===== config.mk =====
export PLATFORM = sky130hd
export DESIGN_NAME = rtc_calendar_counter
export DESIGN_NICKNAME = d
export VERILOG_FILES = /design/src/sv/rtcc_pkg.sv /design/src/sv/rtcc_step.sv /design/src/sv/rtc_calendar_counter.sv
export SDC_FILE = /design/constraint.sdc
export NUM_CORES = 1
export LEC_CHECK = 0
export ABC_CLOCK_PERIOD_IN_PS = 10300
export BUFFER_PORTS_ARGS = -buffer_cell sky130_fd_sc_hd__buf_2
export CORE_UTILIZATION = 48
export DETAILED_ROUTE_END_ITERATION = 16
export PLACE_DENSITY = 0.7
export SETUP_SLACK_MARGIN = 0.3
export SYNTH_ARGS = -nofsm -noshare
export SYNTH_HDL_FRONTEND = slang
export SYNTH_HIERARCHICAL = 1
export SYNTH_SLANG_ARGS = --single-unit
export TNS_END_PERCENT = 10

===== constraint.sdc =====
create_clock -name clk -period 10.3 [get_ports clk]
set_input_delay 0 -clock clk [delete_from_list [all_inputs] [get_ports clk]]
set_output_delay 0 -clock clk [all_outputs]
set_load 0.02 [all_outputs]

===== src/sv/rtcc_pkg.sv =====
// ----------------------------------------------------------------------------
// rtcc_pkg - RTC calendar counter shared definitions
// Operation codes, date and time-of-day records, reset values and the
// Gregorian month-length helpers.
// ----------------------------------------------------------------------------
package rtcc_pkg;

  localparam logic [1:0] OP_TICK     = 2'd0;
  localparam logic [1:0] OP_SET_DATE = 2'd1;
  localparam logic [1:0] OP_SET_TIME = 2'd2;

  localparam logic [15:0] RESET_YEAR  = 16'd2012;
  localparam logic [3:0]  RESET_MONTH = 4'd1;
  localparam logic [4:0]  RESET_DAY   = 5'd1;

  localparam logic [4:0] LAST_HOUR   = 5'd23;
  localparam logic [5:0] LAST_MINUTE = 6'd59;
  localparam logic [5:0] LAST_SECOND = 6'd59;
  localparam logic [3:0] LAST_MONTH  = 4'd12;

  // y is a multiple of 25 iff y * inverse(25) mod 2^16 <= floor(65535 / 25)
  localparam logic [15:0] INV25     = 16'd23593;
  localparam logic [15:0] DIV25_MAX = 16'd2621;

  typedef struct packed {
    logic [15:0] year;
    logic [3:0]  month;
    logic [4:0]  day;
  } cal_t;

  typedef struct packed {
    logic [4:0] hour;
    logic [5:0] minute;
    logic [5:0] second;
  } tod_t;

  // Leap: multiple of 4 and (not of 100, or of 400). With y a multiple of 4,
  // "of 100" reduces to "of 25" and "of 400" to "of 16".
  function automatic logic is_leap(input logic [15:0] y);
    logic [15:0] prod;
    logic        div25;
    prod  = y * INV25;
    div25 = (prod <= DIV25_MAX);
    return (y[1:0] == 2'd0) && (!div25 || (y[3:0] == 4'd0));
  endfunction

  function automatic logic [4:0] month_len(input logic [15:0] y, input logic [3:0] m);
    logic [4:0] len;
    case (m)
      4'd2: begin
        len = is_leap(y) ? 5'd29 : 5'd28;
      end
      4'd4, 4'd6, 4'd9, 4'd11: begin
        len = 5'd30;
      end
      default: begin
        len = 5'd31;
      end
    endcase
    return len;
  endfunction

endpackage


===== src/sv/rtcc_step.sv =====
// ----------------------------------------------------------------------------
// rtcc_step - RTC calendar next-state logic
// Combinational update of date and time of day for one operation.
// ----------------------------------------------------------------------------
module rtcc_step (
  input  logic [1:0]      op,
  input  rtcc_pkg::cal_t  cal,
  input  rtcc_pkg::tod_t  tod,
  input  logic            time_set,
  input  logic [15:0]     year_in,
  input  logic [3:0]      month_in,
  input  logic [4:0]      day_in,
  input  logic [4:0]      hour_in,
  input  logic [5:0]      minute_in,
  input  logic [5:0]      second_in,
  output rtcc_pkg::cal_t  cal_next,
  output rtcc_pkg::tod_t  tod_next,
  output logic            time_set_next,
  output logic            status_next
);

  logic        is_set_date;
  logic [15:0] len_year;
  logic [3:0]  len_month;
  logic [4:0]  mlen;
  logic        date_bad;
  logic        sec_wrap;
  logic        min_wrap;
  logic        day_wrap;
  rtcc_pkg::cal_t cal_adv;
  rtcc_pkg::tod_t tod_tick;
  rtcc_pkg::tod_t tod_load;

  // One month-length lookup, shared by the tick and the set-date check
  assign is_set_date = (op == rtcc_pkg::OP_SET_DATE);
  assign len_year    = is_set_date ? year_in  : cal.year;
  assign len_month   = is_set_date ? month_in : cal.month;
  assign mlen        = rtcc_pkg::month_len(len_year, len_month);

  assign date_bad = (month_in == 4'd0) || (month_in > rtcc_pkg::LAST_MONTH) ||
                    (day_in == 5'd0) || (day_in > mlen);

  // Seconds, minutes, hours ripple
  assign sec_wrap = (tod.second >= rtcc_pkg::LAST_SECOND);
  assign min_wrap = sec_wrap && (tod.minute >= rtcc_pkg::LAST_MINUTE);
  assign day_wrap = min_wrap && (tod.hour >= rtcc_pkg::LAST_HOUR);

  always_comb begin
    tod_tick.second = sec_wrap ? 6'd0 : 6'(tod.second + 6'd1);
    tod_tick.minute = min_wrap ? 6'd0 : (sec_wrap ? 6'(tod.minute + 6'd1) : tod.minute);
    tod_tick.hour   = day_wrap ? 5'd0 : (min_wrap ? 5'(tod.hour + 5'd1) : tod.hour);
  end

  always_comb begin
    cal_adv = cal;
    if (cal.day < mlen) begin
      cal_adv.day = 5'(cal.day + 5'd1);
    end else if (cal.month >= rtcc_pkg::LAST_MONTH) begin
      cal_adv.day   = 5'd1;
      cal_adv.month = 4'd1;
      cal_adv.year  = 16'(cal.year + 16'd1);
    end else begin
      cal_adv.day   = 5'd1;
      cal_adv.month = 4'(cal.month + 4'd1);
    end
  end

  // Clamp loaded time fields to their last legal value
  always_comb begin
    tod_load.hour   = (hour_in   > rtcc_pkg::LAST_HOUR)   ? rtcc_pkg::LAST_HOUR   : hour_in;
    tod_load.minute = (minute_in > rtcc_pkg::LAST_MINUTE) ? rtcc_pkg::LAST_MINUTE : minute_in;
    tod_load.second = (second_in > rtcc_pkg::LAST_SECOND) ? rtcc_pkg::LAST_SECOND : second_in;
  end

  always_comb begin
    cal_next      = cal;
    tod_next      = tod;
    time_set_next = time_set;
    status_next   = 1'b0;
    case (op)
      rtcc_pkg::OP_TICK: begin
        tod_next = tod_tick;
        if (day_wrap) begin
          cal_next = cal_adv;
        end
      end
      rtcc_pkg::OP_SET_DATE: begin
        if (date_bad) begin
          status_next = 1'b1;
        end else begin
          cal_next.year  = year_in;
          cal_next.month = month_in;
          cal_next.day   = day_in;
        end
      end
      rtcc_pkg::OP_SET_TIME: begin
        tod_next      = tod_load;
        time_set_next = 1'b1;
      end
      default: begin
        status_next = 1'b0;
      end
    endcase
  end

endmodule


===== src/sv/rtc_calendar_counter.sv =====
// ----------------------------------------------------------------------------
// rtc_calendar_counter - real-time clock calendar
// Keeps a Gregorian date and a time of day; ticks, set-date and set-time
// operations each return one beat with the date, h:m:s and status.
// ----------------------------------------------------------------------------
//
//   channel | handshake              | payload
//   --------+------------------------+-------------------------------------------
//   in      | in_valid / in_ready    | operation, year/month/day/hour/minute/
//           |                        | second_in
//   out     | out_valid / out_ready  | year/month/day/hour/minute/second_out,
//           |                        | time_valid, status
//
// One beat in, one beat out, through the input register, then next-state
// logic into the state and the output register. Unless the output stalls,
// a beat can be taken every cycle: the input register refills as it drains.
// The time of day is held directly as hour/minute/second counters, so no
// division of a seconds count is needed on the output side.
// Reset (rst, synchronous) empties both registers and loads 2012-01-01
// 00:00:00 with time not set. A stalled output holds its beat; the input
// register then holds one more beat before in_ready drops.
// ----------------------------------------------------------------------------
module rtc_calendar_counter (
  input  logic        clk,
  input  logic        rst,
  input  logic        in_valid,
  output logic        in_ready,
  input  logic [1:0]  operation,
  input  logic [15:0] year_in,
  input  logic [3:0]  month_in,
  input  logic [4:0]  day_in,
  input  logic [4:0]  hour_in,
  input  logic [5:0]  minute_in,
  input  logic [5:0]  second_in,
  output logic        out_valid,
  input  logic        out_ready,
  output logic [15:0] year_out,
  output logic [3:0]  month_out,
  output logic [4:0]  day_out,
  output logic [4:0]  hour_out,
  output logic [5:0]  minute_out,
  output logic [5:0]  second_out,
  output logic        time_valid,
  output logic        status
);

  // Input register
  logic        s1_valid;
  logic [1:0]  s1_op;
  logic [15:0] s1_year;
  logic [3:0]  s1_month;
  logic [4:0]  s1_day;
  logic [4:0]  s1_hour;
  logic [5:0]  s1_minute;
  logic [5:0]  s1_second;

  // Calendar state
  rtcc_pkg::cal_t cal;
  rtcc_pkg::tod_t tod;
  logic           time_set;

  rtcc_pkg::cal_t cal_next;
  rtcc_pkg::tod_t tod_next;
  logic           time_set_next;
  logic           status_next;

  logic advance;

  // Move the held beat on whenever the output register is free or draining
  assign advance  = s1_valid && (!out_valid || out_ready);
  assign in_ready = !s1_valid || advance;

  always_ff @(posedge clk) begin
    if (rst) begin
      s1_valid <= 1'b0;
    end else if (in_valid && in_ready) begin
      s1_valid <= 1'b1;
    end else if (advance) begin
      s1_valid <= 1'b0;
    end
  end

  // Payload needs no reset
  always_ff @(posedge clk) begin
    if (in_valid && in_ready) begin
      s1_op     <= operation;
      s1_year   <= year_in;
      s1_month  <= month_in;
      s1_day    <= day_in;
      s1_hour   <= hour_in;
      s1_minute <= minute_in;
      s1_second <= second_in;
    end
  end

  rtcc_step u_step (
    .op            (s1_op),
    .cal           (cal),
    .tod           (tod),
    .time_set      (time_set),
    .year_in       (s1_year),
    .month_in      (s1_month),
    .day_in        (s1_day),
    .hour_in       (s1_hour),
    .minute_in     (s1_minute),
    .second_in     (s1_second),
    .cal_next      (cal_next),
    .tod_next      (tod_next),
    .time_set_next (time_set_next),
    .status_next   (status_next)
  );

  // Commit state only when the beat moves into the output register
  always_ff @(posedge clk) begin
    if (rst) begin
      cal.year   <= rtcc_pkg::RESET_YEAR;
      cal.month  <= rtcc_pkg::RESET_MONTH;
      cal.day    <= rtcc_pkg::RESET_DAY;
      tod        <= '0;
      time_set   <= 1'b0;
    end else if (advance) begin
      cal      <= cal_next;
      tod      <= tod_next;
      time_set <= time_set_next;
    end
  end

  // Output register
  always_ff @(posedge clk) begin
    if (rst) begin
      out_valid <= 1'b0;
    end else if (advance) begin
      out_valid <= 1'b1;
    end else if (out_ready) begin
      out_valid <= 1'b0;
    end
  end

  always_ff @(posedge clk) begin
    if (advance) begin
      year_out   <= cal_next.year;
      month_out  <= cal_next.month;
      day_out    <= cal_next.day;
      hour_out   <= tod_next.hour;
      minute_out <= tod_next.minute;
      second_out <= tod_next.second;
      time_valid <= time_set_next;
      status     <= status_next;
    end
  end

endmodule


==> impl_metrics.yaml, run 1 <==
route:
  ant_nets: 0
  wl_per_cell_um: 17.2
  drt_pre_antenna_iters: 6
  drc: 0
  drtIter0Drc: 648
  drt_wl_total_mm: 20.6
  vias: 6838
  vias_per_cell: 5.69
clocking:
  cts_root_buf: "clkbuf_16"
  post_cts_buffers: 0
  cts_sinks: 133
  clk_pin_slew_ns: 0.06
  clk_latency_ns: 0.43
  clock_tree.buffer_depth: 2
  cts_tree: "done"
  cts_buffers: 17
  cts_max_level: 4
synth:
  synth_top_area_share_pct: 30.6
  yosys.area_share.adder_pct: 14.5
  synth_top_family_by_area: "simple AND/OR/NAND/NOR gates"
  ys_warn_count: 6
  muxShareOfSynthArea_pct: 8.27
  synth.area.top_cells: "edfxtp_1, dfxtp_1, ha_1"
  synth_compound_area_share_pct: 12.5
  yosysSeqAreaShare_pct: 41.0
  yosys.area_share.simple_pct: 16.4
  avgSynthCellArea_um2: 10.3
  post_synth_num_cell_types: 74
  synthesis.instances: 836
  yosysTopAreaCell: "edfxtp_1"
  netlist_area_um2: 8640
  async_reset_ff_share_pct: 0
  synth-xor-area-share_pct: 2.23
  synth_edf_count: 88
  dominantRegCellSynth: "edfxtp_1"
  synth_nets: 973
  ys_seq_elements: 133
timing:
  rsz0062_at_grt: "no"
  layout_min_cycle_time_ns: 8.55
  clock_skew_ns: 0.0144
  fmax_ghz: 0.117
  tightest_slew_ns: 1.06
  slew_violations: 0
  period_share_pct: 83.0
  slew_headroom_pct: 29.3
  tns_ns: 0
  hold_slack_ns: 0.238
  finalSetupViolations: 0
  hold_viol: 0
global_route:
  grt_use_total_pct: 23.3
  antenna_found_initial: 0
  grt_pass1_vias: 6332
  grt_pass1_wl_mm: 32.9
  gr-total-overflow: 0
  grt_max_degree: 89
critical_path:
  slowest_delay_ns: 0.83
  crit_type: "flip-flop to flip-flop"
  cp_common_cell: "ha_1"
  crit_arrival_ns: 8.90
  r2r-start: "s1_op[1]"
  r2r_setup_slack_ns: 1.75
  r2r_end: "cal[22]"
  required_ns: 10.65
  end_kind: "flip-flop"
  slowest_stage: "o21bai_1"
  r2r_cells: 30
  worstSetupStartpointType: "flip-flop"
  worst-path-max-fanout: 31
placed_design:
  io_buffers: 93
  place_area_um2: 9240
  place.gp.congestion: 0.898
  dp.cells: 1123
  dp_hpwl_mm: 14.3
min_path:
  hold_start: "rst"
  worstHoldEndpoint: "out_valid"
  hold_depth: 3
  holdCritPathClass: "input port to flip-flop"
final_layout:
  multi_input_area_um2: 4660
  layout.nets: 1101
  area_growth_pct: 19.7
  diodes: 0
  n_fill_cell: 1465
  layout_commonest_cell: "buf_2"
  finalNonFillerCells: 1201
  drive_gt1_share_pct: 15.6
  design_area_um2: 10300
  most-common-layout-cells: "buf_2, edfxtp_1, ha_1"
  final_util_pct: 59.3
  seqCellArea_um2: 3540
pwr:
  ir_worst_vdd_mv: 0.128
  power_density_nw_per_um2: 174
  power_leakage_nw: 4.18
floorplanning:
  dieArea_um2: 18500
  fp.dieH_um: 136
  rows: 48
  ios: 94
  coreArea_um2: 17400
  die_x_um: 136
  start_util_pct: 49.6
flow_run:
  drv_cap: 0
run_status:
  status: "complete, no violations"
==> registers in the layout (all words and copies together) (netlist names), 6 cells and up <==
register,count
year_out,16
s1_minute,6
tod,17
s1_second,6
minute_out,6
second_out,6
s1_year,16
cal,25
==> where the power goes <==
part	switching, mW	internal (mW)	total [mW]
logic	0.291	0.241	0.531
registers	0.0212	0.598	0.619
clock network	0.223	0.422	0.646
==> what timing repair did <==
| action | in CTS | in global routing |
|---|---|---|
| resized for setup | 0 | 0 |
| hold endpoints to repair | 47 | 0 |
| hold buffers | 47 | 0 |
==> final cells by class <==
type	instances	share of cell area, %
clock buffers	23	4.62
flip-flops and latches	133	34.3
clock inverters	8	1.43
well taps	225	2.72
repair buffers	145	9.42
multi-input cells	600	45.1
inverters	67	2.43
==> worst max-delay path, delay by kind of cell, from the launching register on <==
kind / cells / cell delay, ns
adder cells (fa/ha/maj): 8 / 2.77
AND/OR/NAND/NOR: 9 / 2.08
AO/OA/AOI/OAI: 5 / 1.98
buffers and inverters: 5 / 0.70
multiplexers: 2 / 0.52
flip-flops: 1 / 0.32
XOR/XNOR: 1 / 0.10
==> cell usage after synthesis (all sizes together) (10+ instances only) <==
library cell / instances
a21oi: 32
a22oi: 11
and3: 11
buf: 16
clkbuf: 20
dfxtp: 45
edfxtp: 88
fa: 18
ha: 71
inv: 67
mux2: 11
mux2i: 59
nand2: 34
nand2b: 69
nand3: 21
nand4: 14
nor2: 67
nor3: 19
o211ai: 10
o21ai: 35
xnor2: 17
==> cells by family after synthesis <==
family	after synthesis
xor+xnor	22
fa+ha+maj	89
compound gates	156
mux	70
flops	133
buf+inv	103
simple gates	263
==> per-layer routing <==
metal | share of wire [%] | global-route usage [%] | up-vias
li1 | - | - | 3298
met1 | 46 | 32.5 | 3230
met2 | 45 | 36.0 | 274
met3 | 6.7 | 3.50 | 36
met4 | 2.0 | 9.69 | 0
met5 | 0 | 0 | -
==> worst max path at each step <==
stage | start | end | slack, ns | depth (start not counted)
2_1_floorplan | s1_op[0] | month_out[2] | 2.66 | 32
3_3_place_gp | s1_op[1] | cal[9] | 2.01 | 30
3_5_place_dp | s1_op[1] | cal[22] | 1.88 | 30
4_1_cts | s1_op[1] | cal[22] | 1.83 | 30
5_1_grt | s1_op[1] | cal[22] | 1.15 | 30
6_report | s1_op[1] | cal[22] | 1.75 | 30
==> through the flow <==
step | power (mW) | worst slack (ns)
detailed placement | 1.14 | 1.88
CTS | 1.81 | 1.83
finish | 1.80 | 1.75
floorplan | 1.02 | 2.66
global placement | 1.13 | 2.01
global route | 1.90 | 1.15
(Power assumes the default switching activity.)
==> run 2, diff against run 1 <==
ABC_CLOCK_PERIOD_IN_PS = 7200   (was 10300)
PLACE_DENSITY = 0.73   (was 0.7)
clock period = 7.2 ns   (was 10.3 ns; I/O delays follow)
==> run 2 against run 1 <==
Clock power is 36% higher. Global-route usage grew 0.47 points. Die area did not move. Clock-buffer cell count fell by 6. Worst hold slack worse by 0.019 ns. Via count up 4.4%. Design area increased by 6.4%. Critical path type unchanged. Setup slack got worse by 1.4 ns. Core utilization grew 3.8 points. First-iteration DRC count is 16% higher.
==> impl_metrics.yaml, run 2 (synthesis gave the netlist of run 1 again) <==
timing:
  hold_viol: 0
  clock_skew_ns: 0.0132
  finalSetupViolations: 0
  hold_slack_ns: 0.220
  fmax_ghz: 0.146
  tns_ns: 0
  slew_headroom_pct: 25.4
  layout_min_cycle_time_ns: 6.85
  slew_violations: 0
  tightest_slew_ns: 1.11
  rsz0062_at_grt: "yes"
  period_share_pct: 95.2
route:
  vias: 7138
  drt_wl_total_mm: 22.5
  drtIter0Drc: 753
  drt_pre_antenna_iters: 7
  wl_per_cell_um: 18.2
  vias_per_cell: 5.75
  drc: 0
  ant_nets: 0
critical_path:
  crit_buf_inv: 6
  r2r_end: "cal[23]"
  endpoint: "cal[23]"
  worst-path-max-fanout: 8
  crit_type: "flip-flop to flip-flop"
  crit_arrival_ns: 7.20
  r2r_setup_slack_ns: 0.35
  slowest_stage: "fa_1"
  end_kind: "flip-flop"
  cp_common_cell: "ha_1"
  cp.depth: 31
  worstSetupStartpointType: "flip-flop"
  slowest_delay_ns: 0.55
  cp-startpoint: "s1_op[1]"
  crit_family: "adder cells"
  required_ns: 7.55
  r2r-start: "s1_op[1]"
  r2r_cells: 31
final_layout:
  area_growth_pct: 27.3
  layout_commonest_cell: "buf_2"
  largest_reg_flops: 25
  n_fill_cell: 1380
  top_register: "cal"
  reg.largest.list: "cal: 25 flops, tod: 17 flops"
  most-common-layout-cells: "buf_2, edfxtp_1, nand2b_1"
  drive_gt1_share_pct: 23.9
  layout.nets: 1140
  diodes: 0
  design_area_um2: 11000
floorplanning:
  dieArea_um2: 18500
  start_util_pct: 49.6
  coreArea_um2: 17400
  ios: 94
  die_x_um: 136
  rows: 48
  fp.dieH_um: 136
placed_design:
  place.gp.congestion: 0.910
  place_area_um2: 9380
  dp_hpwl_mm: 14.7
  io_buffers: 93
clocking:
  clk_latency_ns: 0.43
  clk_pin_slew_ns: 0.06
  cts_buffers: 17
  cts_max_level: 4
  clock_tree.buffer_depth: 2
  cts_sinks: 133
  cts_root_buf: "clkbuf_16"
  cts_tree: "done"
pwr:
  sequentialPowerShare_pct: 32.2
  clkPwrFrac_pct: 32.0
  totalPowerFinal_mw: 2.75
  ir_worst_vdd_mv: 0.187
  power_switching_mw: 0.905
  power_leakage_nw: 4.41
  swShare_pct: 32.9
  share_comb_of_total_power_pct: 35.8
  power_density_nw_per_um2: 250
  internal_power_mw: 1.85
global_route:
  gr-usage-met2_pct: 36.1
  grt_pass1_wl_mm: 33.6
  gr-usage-met3_pct: 4.85
  gr-total-overflow: 0
  grt_busiest_layer: "met2"
  grtUsageMet1_pct: 33.2
  grt_pass1_vias: 6543
  grt_use_total_pct: 23.8
  grt_max_degree: 89
  antenna_found_initial: 0
flow_run:
  drv_cap: 0
run_status:
  status: "complete, no violations"
min_path:
  holdCritPathClass: "input port to flip-flop"
-- run 2: cell types whose count changed in the layout (fill, tap and decap cells not counted), moves of 8 or more --
cell	previous run	this run
buf_4	5	38
ha_1	71	57
ha_4	0	13
inv_1	67	59
inv_2	0	8
mux2_2	10	2
mux2_4	0	8
-- run 2: worst register-to-register path, delay by kind of cell, from the launching register on --
kind | cells | cell delay, ns
buf+inv | 6 | 0.64
flops | 1 | 0.39
compound gates | 6 | 0.95
mux | 2 | 0.46
simple gates | 7 | 1.11
xor+xnor | 2 | 0.28
fa+ha+maj | 8 | 2.94
-- run 2: stage by stage --
step	std cells	setup WS (ns)	utilization [%]
2_1_floorplan	836	0.320	-
3_3_place_gp	1140	0.332	53.9
3_5_place_dp	1140	0.0469	53.9
4_1_cts	1221	0.250	60.1
5_1_grt	1241	0.138	63.1
6_report	1241	0.349	63.1
-- run 2: routing by layer --
metal	vias up	share of wire (%)	wire length (um)
met3	37	7.3	1640
met2	324	47	10600
li1	3375	-	-
met1	3402	44	9850
met4	0	2.2	487
met5	-	0	0
-- run 2: repair_timing --
item / in CTS / in global routing
hold endpoints to repair: 46 / 0
hold buffers: 47 / 0
pin swaps: 1 / 31
setup buffers: 2 / 20
setup endpoints to repair: 27 / 50
gates resized for setup: 3 / 71
-- run 2: final cells by class --
type | instances | area [um2] | share of cell area (%)
tap | 225 | 282 | 2.56
sequential | 133 | 3540 | 32.2
clock buffer | 17 | 425 | 3.87
timing repair buffer | 184 | 1290 | 11.8
inverter | 67 | 251 | 2.29
clock inverter | 15 | 168 | 1.52
multi-input combinational | 600 | 5030 | 45.8
-- run 2: power by group through the flow --
stage	sequential [mW]	combinational [mW]	clock (mW)
after floorplan	0.905	0.561	0
after global placement	0.899	0.732	0
after detailed placement	0.899	0.746	0
after CTS	0.883	0.773	0.894
after global routing	0.888	1.08	0.923
final	0.885	0.987	0.881
-- run 2: worst min path at each step --
stage	cells after the start	start	slack, ns	endpoint
after global routing	2	month_in[2]	0.28	s1_month[2]
after detailed placement	1	year_in[3]	0.18	s1_year[3]
after CTS	3	rst	0.21	out_valid
final	3	rst	0.22	out_valid
after floorplan	0	day_in[0]	0.1	s1_day[0]
after global placement	1	year_in[2]	0.18	s1_year[2]
==> run 3, diff against run 2 <==
==> constraint.sdc (replaced) <==
create_clock -name clk -period 7.2 [get_ports clk]
set_input_delay 0.36 -clock clk [delete_from_list [all_inputs] [get_ports clk]]
set_output_delay 0.36 -clock clk [all_outputs]
set_load 0.02 [all_outputs]
==> run 3 against run 2 <==
Final cell count shrank 3.8%. Clock skew grew 0.0079 ns. Critical path depth shrank 1. Wire length shrank 3.8%. Via count shrank 3.8%. Combinational power shrank 2.3%. Sequential share of layout area grew 1.4 points. Clock power is essentially flat.
==> impl_metrics.yaml, run 3 (synthesis gave the netlist of run 1 again) <==
flow_run:
  drv_cap: 0
timing:
  tns_ns: 0
  slew_headroom_pct: 30.0
  rsz0062_at_grt: "yes"
  slew_violations: 0
  finalWorstSetupSlack_ns: 0.368
  hold_viol: 0
  clock_skew_ns: 0.0212
  fmax_ghz: 0.146
  period_share_pct: 94.9
  tightest_slew_ns: 1.05
  finalSetupViolations: 0
  layout_min_cycle_time_ns: 6.83
critical_path:
  r2r_setup_slack_ns: 0.37
  slowest_delay_ns: 0.55
  end_kind: "flip-flop"
  cp_common_cell: "ha_1"
  crit_type: "flip-flop to flip-flop"
  worstSetupStartpointType: "flip-flop"
  slowest_stage: "fa_1"
  worst-path-max-fanout: 8
  required_ns: 7.54
  crit_arrival_ns: 7.18
route:
  drt_wl_total_mm: 21.7
  vias: 6865
  drt_pre_antenna_iters: 5
  drc: 0
  drtIter0Drc: 746
  wl_per_cell_um: 18.2
  vias_per_cell: 5.75
  ant_nets: 0
clocking:
  clock_tree.buffer_depth: 2
  cts_root_buf: "clkbuf_16"
  clk_pin_slew_ns: 0.07
  cts_max_level: 4
  clk_latency_ns: 0.43
  cts_buffers: 17
  cts_sinks: 133
  cts_tree: "done"
final_layout:
  top_register: "cal"
  reg.largest.list: "cal: 25 flops, tod: 17 flops"
  area_growth_pct: 21.9
  diodes: 0
  n_fill_cell: 1430
  final_util_pct: 60.4
  layout.nets: 1093
  multi_input_area_um2: 5030
  largest_reg_flops: 25
  drive_gt1_share_pct: 25.1
  seqCellArea_um2: 3540
  most-common-layout-cells: "buf_2, edfxtp_1, nand2b_1"
  layout_commonest_cell: "buf_2"
pwr:
  power_leakage_nw: 4.21
  power_density_nw_per_um2: 259
  totalPowerFinal_mw: 2.73
  ir_worst_vdd_mv: 0.186
floorplanning:
  die_x_um: 136
  fp.dieH_um: 136
  coreArea_um2: 17400
  start_util_pct: 49.6
  ios: 94
  rows: 48
  dieArea_um2: 18500
placed_design:
  post-place-ws_ns: 0.0469
  dp_hpwl_mm: 14.7
  place.gp.congestion: 0.910
  io_buffers: 93
global_route:
  grt_pass1_vias: 6261
  grt_use_total_pct: 23.1
  antenna_found_initial: 0
  grt_max_degree: 89
  gr-total-overflow: 0
  grt_pass1_wl_mm: 32.6
run_status:
  status: "complete, no violations"
min_path:
  holdCritPathClass: "input port to flip-flop"
[run 3: changes by cell type in the layout (fill, tap and decap cells not counted)]
cell / delta
dlygate4sd3_1: -47
[run 3: final cells by class]
cell class | instances | share of cell area, %
multi-input cells | 600 | 47.8
flip-flops and latches | 133 | 33.7
repair buffers | 137 | 7.81
clock buffers | 17 | 4.04
well taps | 225 | 2.68
inverters | 67 | 2.39
clock inverters | 15 | 1.59
[run 3: report_power, final]
part           switching, mW  total [mW]  internal [mW]
registers             0.0301       0.885          0.855
clock network          0.361       0.879          0.518
logic                  0.506       0.964          0.458
total                  0.897        2.73           1.83
[run 3: routing by layer]
layer	wire (um)	vias up	track usage, %
li1	-	3284	-
met1	9650	3217	32.6
met2	9820	321	34.2
met3	1660	43	4.92
met4	542	0	9.20
met5	0	-	0
[run 3: worst paths after layout]
kind	from	to	depth (start not counted)
worst min-delay path	month_in[3]	s1_month[3]	1
worst max-delay path	s1_op[1]	cal[22]	30
worst min register to register	time_set	time_set	2
worst max register to register	s1_op[1]	cal[22]	30
[run 3: stage by stage]
| step | std cells | instance area [um2] | hold slack (ns) |
|---|---|---|---|
| 6_report | 1194 | 10500 | 0.102 |
| 5_1_grt | 1194 | 10500 | 0.0828 |
| 4_1_cts | 1174 | 10000 | 0.0825 |
| 3_5_place_dp | 1140 | 9380 | 0.466 |
| 3_3_place_gp | 1140 | 9380 | 0.454 |
| 2_1_floorplan | 836 | 8660 | 0.444 |
[run 3: timing repair]
item                       in CTS  in global routing
setup buffers                   2                 20
pin swaps                       1                 31
resized for setup               3                 71
hold buffers                    0                  0
setup endpoints to repair      27                 50
[run 3: worst max-delay path, delay by kind of cell, from the launching register on]
kind / cells / cell delay (ns)
adders and majority gates: 8 / 2.94
and+or+nand+nor: 9 / 1.34
AOI/OAI and AO/OA: 4 / 0.83
xor gates and xnor gates: 2 / 0.28
muxes: 2 / 0.45
buffers and inverters: 5 / 0.49
DFF: 1 / 0.39
